[config.mk]
export PLATFORM = sky130hd
export DESIGN_NAME = npcs_ctrl
export DESIGN_NICKNAME = d
export VERILOG_FILES = /design/src/design/npcs_pkg.sv /design/src/design/npcs_ctrl.sv
export VERILOG_INCLUDE_DIRS = /design/src /design/src/design
export SDC_FILE = /design/constraint.sdc
export NUM_CORES = 1
export LEC_CHECK = 0
export BUFFER_PORTS_ARGS = -buffer_cell sky130_fd_sc_hd__buf_2
export CAP_MARGIN = 10
export CORE_AREA = 5 5 42 44
export DETAILED_ROUTE_END_ITERATION = 7
export DIE_AREA = 0 0 47 49
export PLACE_DENSITY = 0.42
export SLEW_MARGIN = 5
export SYNTH_ARGS = -nofsm -noshare
export SYNTH_HDL_FRONTEND = slang
export SYNTH_SLANG_ARGS = --single-unit
[constraint.sdc]
create_clock -name i_clk -period 1.75 [get_ports i_clk]
set_input_delay 0.2625 -clock i_clk [delete_from_list [all_inputs] [get_ports i_clk]]
set_output_delay 0.2625 -clock i_clk [all_outputs]
set_load 0.01 [all_outputs]
[src/design/nearest_palette_color_search_core_defines.svh]
// assertion macros shared by the nearest palette color search modules
// no dependencies; define ASSERT_OFF to compile the checks out
`ifndef NEAREST_PALETTE_COLOR_SEARCH_CORE_DEFINES_SVH
`define NEAREST_PALETTE_COLOR_SEARCH_CORE_DEFINES_SVH

`ifndef ASSERT_OFF

// same-cycle implication, checked outside reset
`define NPCS_ASSERT_IMPL(lbl, clk, rst_n, ante, cons) \
    lbl: assert property (@(posedge clk) disable iff (!rst_n) (ante) |-> (cons)) \
        else $error("nearest palette search check failed");

// next-cycle implication, checked outside reset
`define NPCS_ASSERT_NEXT(lbl, clk, rst_n, ante, cons) \
    lbl: assert property (@(posedge clk) disable iff (!rst_n) (ante) |=> (cons)) \
        else $error("nearest palette search check failed");

`else

`define NPCS_ASSERT_IMPL(lbl, clk, rst_n, ante, cons)
`define NPCS_ASSERT_NEXT(lbl, clk, rst_n, ante, cons)

`endif

`endif

[src/design/npcs_pkg.sv]
// shared types and constants for the nearest palette color search core
// no dependencies
package npcs_pkg;

    localparam int PALETTE_ENTRIES_DEF = 256;
    localparam int MAX_ENTRIES         = 256;

    localparam int CH_W   = 8;
    localparam int IDX_W  = 8;
    localparam int DIST_W = 14;

    // start bound beats nothing stored; largest real distance is 3 * 255
    localparam logic [DIST_W-1:0] START_BOUND = 14'd10000;
    localparam logic [DIST_W-1:0] MAX_DIST    = 14'd765;

    localparam logic FUNC_WRITE = 1'b0;
    localparam logic FUNC_QUERY = 1'b1;

    typedef struct packed {
        logic write;       // store the request color at entry_index
        logic load_query;  // latch query color, rewind scan
        logic read;        // read next palette entry
        logic load_out;    // move best index to the output register
    } t_cmd;

    typedef struct packed {
        logic last_addr;   // scan address sits on the final entry
        logic cmp_busy;    // a read entry is being compared this cycle
    } t_status;

endpackage

[src/design/npcs_ctrl.sv]
// controller: request handshake, scan sequencing, result register control
// depends on npcs_pkg and the shared assertion macros
`include "nearest_palette_color_search_core_defines.svh"

module npcs_ctrl (
    input  logic              i_clk,
    input  logic              i_rst_n,
    input  logic              i_in_valid,
    output logic              o_in_ready,
    input  logic              i_func,
    output logic              o_out_valid,
    input  logic              i_out_ready,
    output npcs_pkg::t_cmd    o_cmd,
    input  npcs_pkg::t_status i_status
);
    import npcs_pkg::*;

    localparam logic [1:0] ST_IDLE   = 2'd0;
    localparam logic [1:0] ST_SCAN   = 2'd1;
    localparam logic [1:0] ST_DRAIN  = 2'd2;
    localparam logic [1:0] ST_RESULT = 2'd3;

    logic [1:0] r_state, n_state;
    logic       r_out_valid, n_out_valid;
    logic       w_accept;
    logic       w_out_free;

    assign o_in_ready = (r_state == ST_IDLE);
    assign w_accept   = i_in_valid && o_in_ready;
    assign w_out_free = !r_out_valid || i_out_ready;

    always_comb begin
        n_state        = r_state;
        o_cmd          = '0;
        unique case (r_state)
            ST_IDLE: begin
                if (w_accept) begin
                    if (i_func == FUNC_QUERY) begin
                        o_cmd.load_query = 1'b1;
                        n_state          = ST_SCAN;
                    end else begin
                        o_cmd.write = 1'b1;
                    end
                end
            end
            ST_SCAN: begin
                o_cmd.read = 1'b1;
                if (i_status.last_addr) begin
                    n_state = ST_DRAIN;
                end
            end
            // last entry is compared here
            ST_DRAIN: begin
                n_state = ST_RESULT;
            end
            ST_RESULT: begin
                if (w_out_free) begin
                    o_cmd.load_out = 1'b1;
                    n_state        = ST_IDLE;
                end
            end
            default: begin
                n_state = ST_IDLE;
            end
        endcase
    end

    always_comb begin
        n_out_valid = r_out_valid;
        if (o_cmd.load_out) begin
            n_out_valid = 1'b1;
        end else if (i_out_ready) begin
            n_out_valid = 1'b0;
        end
    end

    always_ff @(posedge i_clk) begin
        if (!i_rst_n) begin
            r_state     <= ST_IDLE;
            r_out_valid <= 1'b0;
        end else begin
            r_state     <= n_state;
            r_out_valid <= n_out_valid;
        end
    end

    assign o_out_valid = r_out_valid;

    `NPCS_ASSERT_NEXT(a_scan_ends_in_drain, i_clk, i_rst_n, r_state == ST_SCAN && i_status.last_addr, r_state == ST_DRAIN)
    `NPCS_ASSERT_IMPL(a_result_after_compare, i_clk, i_rst_n, r_state == ST_RESULT, !i_status.cmp_busy)
    `NPCS_ASSERT_IMPL(a_drain_follows_scan, i_clk, i_rst_n, r_state == ST_DRAIN, $past(r_state) == ST_SCAN)
    `NPCS_ASSERT_NEXT(a_load_sets_valid, i_clk, i_rst_n, o_cmd.load_out, o_out_valid)

endmodule

; ---- Word-level counts from Yosys, hierarchy flattened
; Cells that the tools add are included.
[word_totals]
in_bits = 7
regBits = 3
word_cells = 29
[op_classes]
n_eq_ne = 7
reduce_logical = 6
mux = 14
[op_table]
columns = cell, n
row1 = $mux W2, 6
row2 = $pmux W2 S4, 1
row3 = $mux W1, 7
row4 = $eq A2 B2 Y1 const B, 2
row5 = $ne A2 B1 Y1 const B, 2
row6 = $ne A2 B2 Y1 const B, 2
row7 = $reduce_and A4 Y1, 1
row8 = $eq A2 B1 Y1 const B, 1
row9 = $logic_not A2 Y1, 1
row10 = $reduce_bool A2 Y1, 1
row11 = $logic_and A1 B1 Y1, 1
row12 = $logic_not A1 Y1, 1
row13 = $logic_or A1 B1 Y1, 1

; ---- Longest topological paths before layout
; Gate-level depths: netlist (run 1).
[logic_depth]
word_depth = 5
ltp_mapped = 4
ltp_nobuf = 4

; ---- Least setup slack after synthesis (run 1)
; Ideal clock, no wire load.
[synth_path]
path_kind = reg-to-reg
start = register r_state[0]
end = register r_state[0]
slack_ns = 0.325
path_stages_with_launch = 5
setup_time_ns = 0.072
arrival_time_ns = 1.353
cell_sequence = dfxtp_1 -> inv_1 -> ha_1 -> a222oi_1 -> mux2i_1
[synth_between]
elab_chain_cells = 4
word_cells_on_any_way = 11
[synth_lines]
columns = element, line
row1 = from (decl), npcs_ctrl.sv:23  ; logic [1:0] r_state, n_state;
row2 = from (signal assigned), npcs_ctrl.sv:82  ; r_state <= n_state;
row3 = $logic_not A2 Y1 *, npcs_ctrl.sv:28  ; assign o_in_ready = (r_state == ST_IDLE);
row4 = via o_in_ready, npcs_ctrl.sv:9  ; output logic o_in_ready,
row5 = $logic_and A1 B1 Y1, npcs_ctrl.sv:29  ; assign w_accept = i_in_valid && o_in_ready;
row6 = $ne A2 B1 Y1 (no source line), n/a
row7 = $reduce_and A4 Y1 (no source line), n/a
; Mark *: on every way through the listed nets, which the timed path passes. The rest lies on a longest branch.
; A chain may end at the register's enable or synchronous reset.

; ---- Final worst setup path (run 1)
[layout_path]
start = register r_state[0]
end = register r_state[0]
[layout_between]
elab_chain_cells = 4
word_cells_on_any_way = 11
[layout_lines]
columns = element, line
row1 = $logic_not A2 Y1, "npcs_ctrl.sv:28, npcs_ctrl.sv:35"
row2 = $logic_and A1 B1 Y1, npcs_ctrl.sv:29
row3 = $ne A2 B1 Y1 (no source line), n/a
row4 = $reduce_and A4 Y1 (no source line), n/a
; Several ways; a longest one is shown, not always the timed one.

==> results.txt, run 1 <==
The worst-case setup slack after placement came out at 0.209 ns. The area growth from synthesis to final layout came out at 39.9%. The initial antenna violation count is 0.

The register area share after synthesis is 25.5%. The clock arrives with 0.00187 ns of skew. The net switching power of the design came out at 163 µW. The placer congestion estimate is 0.734. In this run the number of H-tree levels came out at 1.

The relative contribution of the clock network to total power is 27.7%. The initial utilization of the core area, before any placement, comes to 16.8%. The number of distinct library cells after synthesis is 13. The biggest area contributor in the post-synthesis netlist is ha_1. Among all flip-flop cells after synthesis, the most frequent one is dfxtp_1. The post-synthesis instance area came out at 235 µm².

The number of buffer and inverter stages on the critical path came out at 1. The utilization after layout is 23.5%. The sequential fraction of design power came out at 25.2%. The top-area cell type share of the netlist area came out at 26.6%. Across every metal layer, demand over resource in global routing totals 4.71%. The number of max-capacitance violations reported came out at 0.

The stage delay of the slowest cell on the critical path is 0.52 ns. STA classifies the critical path startpoint as a flop. The count of state elements after synthesis came out at 3. In this run the clock root is driven by a clkbuf_4. For this run, the detailed router's first-pass iteration total came to 4.

The later pin in the worst-skew pair is clocked with a latency of 0.23 ns. The final HPWL from detailed placement came out at 410 µm. The commonest cells after synthesis are ha_1, nand2_1, dfxtp_1, inv_1, mux2i_1.

The fill cell total of the finished layout came out at 165. The combinational family with the most area after synthesis is adder cells. VDD sags by at most 0.449 mV. Entering global routing, the biggest net connects 6 pins. The cell area after placement is 303 µm². The internal power of the cells came out at 267 µW. The number of hold-repair buffers added at the cts stage came out at 0.

The number of top-level pins is 13. Summing the areas of all compound-gate instances in the mapped netlist gives 9.57% of the synthesized area. The number of global-route vias before repair came out at 195. The proportion of synthesized flip-flops having asynchronous set or reset came out at 0%. In the final design database the tool counted 53 nets. The share of the synthesized netlist area taken by xor and xnor gates is 0%. The die extent in x is 47 µm.

The clock passes through at most 2 buffers. The first global-routing pass estimated 738 µm of wire. Once the clock tree was built, the resizer swapped 0 gates to a different size. The total wire length after detailed routing is 494 µm.

Along the worst path, the maximum fanout reaches 4. The number of diodes added for antenna fixing came out at 0. The proportion of synthesized area in mux cells came out at 8.51%. The post-layout instance area came out at 329 µm². In this run the core area contains 14 standard-cell rows.

The cell with the biggest individual delay on the critical path is a222oi_1. At the pin with the least slew margin, the transition time is 0.535 ns. The post-synthesis net count came out at 38. The vertical die dimension is 49 µm. The data arrival time of the critical path came out at 1.70 ns.

The port buffer count came out at 11. The yosys synthesis warning count is 0. The total count of hold-check failures in the final report came to 0. Once the clock tree was built, the setup fixing pass inserted 0 buffers. The final worst slack is 0.202 ns. The sum of negative setup slack is 0 ns. The remaining global-route overflow came out at 0. In this run, the number of DRC markers left after iteration 0 of detailed routing was 2. In this run the worst hold path is classified as input port to flop. The run finished with clean final reports. The post-synthesis adder-cell area fraction came out at 26.6%. Clock-pin slew was measured on the worst setup and hold paths at 0.04 ns. The timing-limited maximum frequency is 646 MHz.

The switching share of total power came out at 37.9%. The number of pins with negative max-slew slack in the final report came out at 0. Counting flops with a built-in enable in the synthesized netlist gives 0. Setup violations remaining at the end of the flow were counted as 0. The power density over the cells came out at 1310 nW/µm². The sequential cell area came out at 60.1 µm². The worst setup path is captured at a flop. The average instance area after synthesis is 9.05 µm². TritonCTS built the clock tree.

The share of total power in combinational logic came out at 47.1%. The average wire per standard cell came out at 8.82 µm. The post-synthesis instance total came out at 26.

The overall power consumption is 430 µW. The static leakage power is 0.000175 µW. The die outline area is 2300 µm². The number of CTS-inserted buffers came out at 3. Setup repair after global routing left no endpoint under its margin. The number of nets still failing antenna checks after routing is 0. The detailed router placed 219 vias in this run. The tree built by TritonCTS fans out to 3 sinks. By area the synthesized netlist is led by ha_1, dfxtp_1, mux2i_1. The DRC violations left came out at 0. Traced cell by cell, the critical path runs through inv_1 -> ha_1 -> a222oi_1 -> mux2i_1. The endpoint required time on the critical path is 1.91 ns.

The multi-input combinational cells in the finished layout cover a total of 156 µm². Headroom to the max-slew limit came out at 64.4%. The detailed-route vias per instance is 3.91.

The simple logic cell fraction of the synthesized area came out at 21.8%. The fraction of final layout cells sized beyond drive strength 1 came out at 40.0%. The share of the clock period used by the worst path after layout came out at 88.5%.

The smallest clock period supported by the final layout is computed as 1.55 ns. The core box area came out at 1400 µm². The worst setup path is of the flop to flop kind. The family with the most delay on the worst path is compound AO/OA/AOI/OAI gates.
==> sequential cells by signal, summed over array words and instances (netlist names) <==
name	flops
r_state	2
o_out_valid	1
==> kinds of logic after synthesis <==
logic type / Yosys count
buffers and inverters: 4
DFF: 3
and+or+nand+nor: 9
AOI/OAI and AO/OA: 3
adders and majority gates: 5
muxes: 2
==> worst paths after layout <==
path         startpoint     endpoint  slack, ns  cells past startpoint
max reg2reg  r_state[0]   r_state[0]       0.20                      4
min reg2reg  r_state[1]   r_state[1]       0.49                      2
max          r_state[0]   r_state[0]       0.20                      4
min             i_rst_n  o_out_valid       0.30                      2
==> cells in the final DEF (no fill, tap or decap), types with 2 or more instances in the layout <==
| master | Yosys | final |
|---|---|---|
| buf_2 | 0 | 11 |
| dfxtp_1 | 3 | 3 |
| ha_1 | 5 | 5 |
| nand2_1 | 5 | 5 |
| inv_1 | 3 | 3 |
| mux2i_1 | 2 | 2 |
| clkbuf_4 | 0 | 3 |
==> power by group through the flow <==
stage | clock (µW) | sequential, µW | combinational [µW]
6_report | 119 | 109 | 203
5_1_grt | 131 | 112 | 232
4_1_cts | 124 | 109 | 205
3_5_place_dp | 0 | 110 | 204
3_3_place_gp | 0 | 111 | 206
2_1_floorplan | 0 | 106 | 145
==> through the flow <==
stage | hold WS (ns) | std cells
6_report | 0.300 | 56
5_1_grt | 0.307 | 56
2_1_floorplan | 0.380 | 26
4_1_cts | 0.300 | 56
3_5_place_dp | 0.492 | 52
3_3_place_gp | 0.493 | 52
==> cell type report <==
class / count / share of cell area (%)
Tap cell: 16 / 6.08
Clock buffer: 4 / 7.98
Inverter: 3 / 3.42
Sequential cell: 3 / 18.3
Multi-Input combinational cell: 19 / 47.5
Timing Repair Buffer: 11 / 16.7
==> per-layer routing <==
| layer | GRT usage (%) | vias to the layer above | wire length (µm) |
|---|---|---|---|
| met5 | 0 | - | 0 |
| met4 | 1.38 | 0 | 4 |
| met3 | 5.54 | 2 | 100 |
| met2 | 4.98 | 14 | 150 |
| met1 | 5.92 | 91 | 238 |
| li1 | - | 112 | - |
(Power assumes the default switching activity.)
==> run 2: changes to the inputs <==
--- a/config.mk
+++ b/config.mk
@@ -8,10 +8,12 @@
 export LEC_CHECK = 0
 export BUFFER_PORTS_ARGS = -buffer_cell sky130_fd_sc_hd__buf_2
 export CAP_MARGIN = 10
+export CELL_PAD_IN_SITES_DETAIL_PLACEMENT = 0
+export CELL_PAD_IN_SITES_GLOBAL_PLACEMENT = 1
 export CORE_AREA = 5 5 42 44
 export DETAILED_ROUTE_END_ITERATION = 7
 export DIE_AREA = 0 0 47 49
-export PLACE_DENSITY = 0.42
+export PLACE_DENSITY = 0.53
 export SLEW_MARGIN = 5
 export SYNTH_ARGS = -nofsm -noshare
 export SYNTH_HDL_FRONTEND = slang
==> run 2 against run 1 <==
Net effect: clock skew down 0.0016 ns; routed wire length down 3.6%; global-route usage up 0.50 points; combinational power up 7%; maximum frequency up 2.8%; final area up 2.3%; flip-flop and latch count unchanged; first-iteration DRC count up 100%; setup slack better by 0.042 ns; die area unchanged; critical path type is now flop to output port; critical endpoint is now o_cmd[2]; largest power group unchanged; highest routed layer is now met3.
==> results.txt, run 2 (same netlist as run 1, synthesis figures left out) <==
The number of violations reported at the end of detailed-routing iteration 0 came out at 4. Leaving out fill and tap cells, the most frequent cells in the layout are buf_2, nand2_1, ha_1. The total wire length after detailed routing came out at 476 µm. TritonCTS built the clock tree. 13 I/O pins were placed.

The clock network latency to the later pin of the worst-skew pair is 0.23 ns. The depth of the CTS H-tree came out at 1. The most common cell after layout, fill and taps aside is buf_2. The number of clock sinks came out at 3. The static leakage power is 0.000180 µW. The placer congestion estimate is 0.673.

The path category of the worst min-delay check is input port to flop. Headroom to the max-slew limit came out at 82.7%. The DRC violations left is 0.

The sum of met2 wire segment lengths after detailed routing came out at 133 µm. The die extent in x came out at 47 µm. Summed over all layers, the global routing overflow is 0. The register with the most flip-flops in the layout has 2 of them.

The timing-limited maximum frequency is 664 MHz. Clock-pin slew was measured on the worst setup and hold paths at 0.03 ns. The worst-case IR drop observed on VDD is 0.531 mV.

The number of buffers between clock root and the deepest sink came out at 2. The total count of hold-check failures in the final report was 0. Dividing the final minimum period by the clock period gives 86.1%. The worst hold slack is 0.299 ns. The average wire per standard cell is 8.35 µm. The number of max-capacitance violations reported came out at 0. The number of placed cells counting well taps came out at 53. Counting I/O delays and the setup requirement, the final critical path takes 1.51 ns. The largest fanout on the critical path came out at 4. After clock tree synthesis, the flow added hold-fix buffers numbering 0. Detailed routing inserted a total of 221 vias. The number of pins with negative max-slew slack in the final report came to 0. The cell row count is 14. The number of diodes added for antenna fixing is 0. In the final routing, the length of wire on met1 measures 224 µm. The initial utilization of the core area, before any placement, comes to 16.8%.

The slew at the pin closest to its max-slew limit is 0.260 ns. The power density over the cells came out at 1320 nW/µm². The overall global routing resource usage came out at 5.21%.

The setup clock skew after layout came out at 0.000313 ns. The vertical die dimension came out at 49 µm. The detail route stage leaves a number of antenna-violating nets equal to 0. The post-CTS setup buffer count is 0. The number of CTS-inserted buffers is 3. The initial antenna violation count came out at 0. The die outline area is 2300 µm². Signal routing reaches up to met3.

The fill cell total of the finished layout is 165. The number of setup violations in the final report is 0. The run finished with clean final reports. The final HPWL from detailed placement is 411 µm.

The number of detailed-routing iterations run before antenna repair is 4. The area growth from synthesis to final layout is 43.1%. The endpoint required time on the critical path came out at 1.49 ns.

The design draws 443 µW. The category of the most critical setup path is flop to output port. The register with the most flip-flops in the final layout is r_state. Clock tree synthesis selected as its root buffer the cell clkbuf_4. The core box area is 1400 µm².

The type of origin of the critical path is a flop. The global-route wire length before repair is 765 µm. The number of global-route vias before repair is 186.

The number of cells upsized or downsized after cts is 0. Entering global routing, the biggest net connects 6 pins. The detailed route wirelength on metal3 came out at 118 µm.

The count of nets after finishing came out at 54. The worst setup path is captured at an output port. The detailed-route vias per instance is 3.88. The sum of negative setup slack is 0 ns. Setup repair after global routing left no endpoint under its margin.

The fraction of final layout cells sized beyond drive strength 1 came out at 41.5%. The final cell count without fillers is 57. The port buffer count came out at 11. The data arrival time of the critical path is 1.24 ns.
[run 2: cell types whose count changed in the layout (fill, tap and decap cells not counted)]
| cell | previous run | this run |
|---|---|---|
| buf_4 | 0 | 1 |
[run 2: area by class of cell]
type	count	area (µm²)	area share, %
multi-input cells	19	156	46.5
repair buffers	12	62.6	18.6
flip-flops and latches	3	60.1	17.8
clock buffers	4	26.3	7.81
well taps	16	20.0	5.95
inverters	3	11.3	3.35
[run 2: metrics by stage]
stage               area, µm²  util, %  setup slack, ns
global route              337     24.0            0.140
detailed placement        310     22.1            0.303
finish                    337     24.0            0.244
CTS                       337     24.0            0.215
global placement          310     22.1            0.315
floorplan                 235        -            0.325
[run 2: final timing paths]
kind	slack (ns)	endpoint	from	depth (start not counted)
max	0.24	o_cmd[2]	r_state[0]	4
min	0.30	o_out_valid	i_rst_n	2
max reg2reg	0.32	r_state[1]	r_state[0]	5
min reg2reg	0.50	r_state[0]	r_state[0]	2
[run 2: layer usage]
| metal | vias to the layer above | track usage [%] |
|---|---|---|
| met5 | - | 0 |
| met4 | 0 | 2.76 |
| met3 | 0 | 7.01 |
| met2 | 18 | 4.52 |
| met1 | 89 | 6.37 |
| li1 | 114 | - |
[run 2: critical path, cell delays in order (launching register included)]
cell	delay [ns]
dfxtp_1	0.37
inv_1	0.09
ha_1	0.24
and3_1	0.18
buf_2	0.13
[run 2: report_power, final]
group	switching [µW]	internal (µW)	total (µW)
Clock	32.6	85.2	118
Combinational	110	107	217
Sequential	19.1	89.1	108
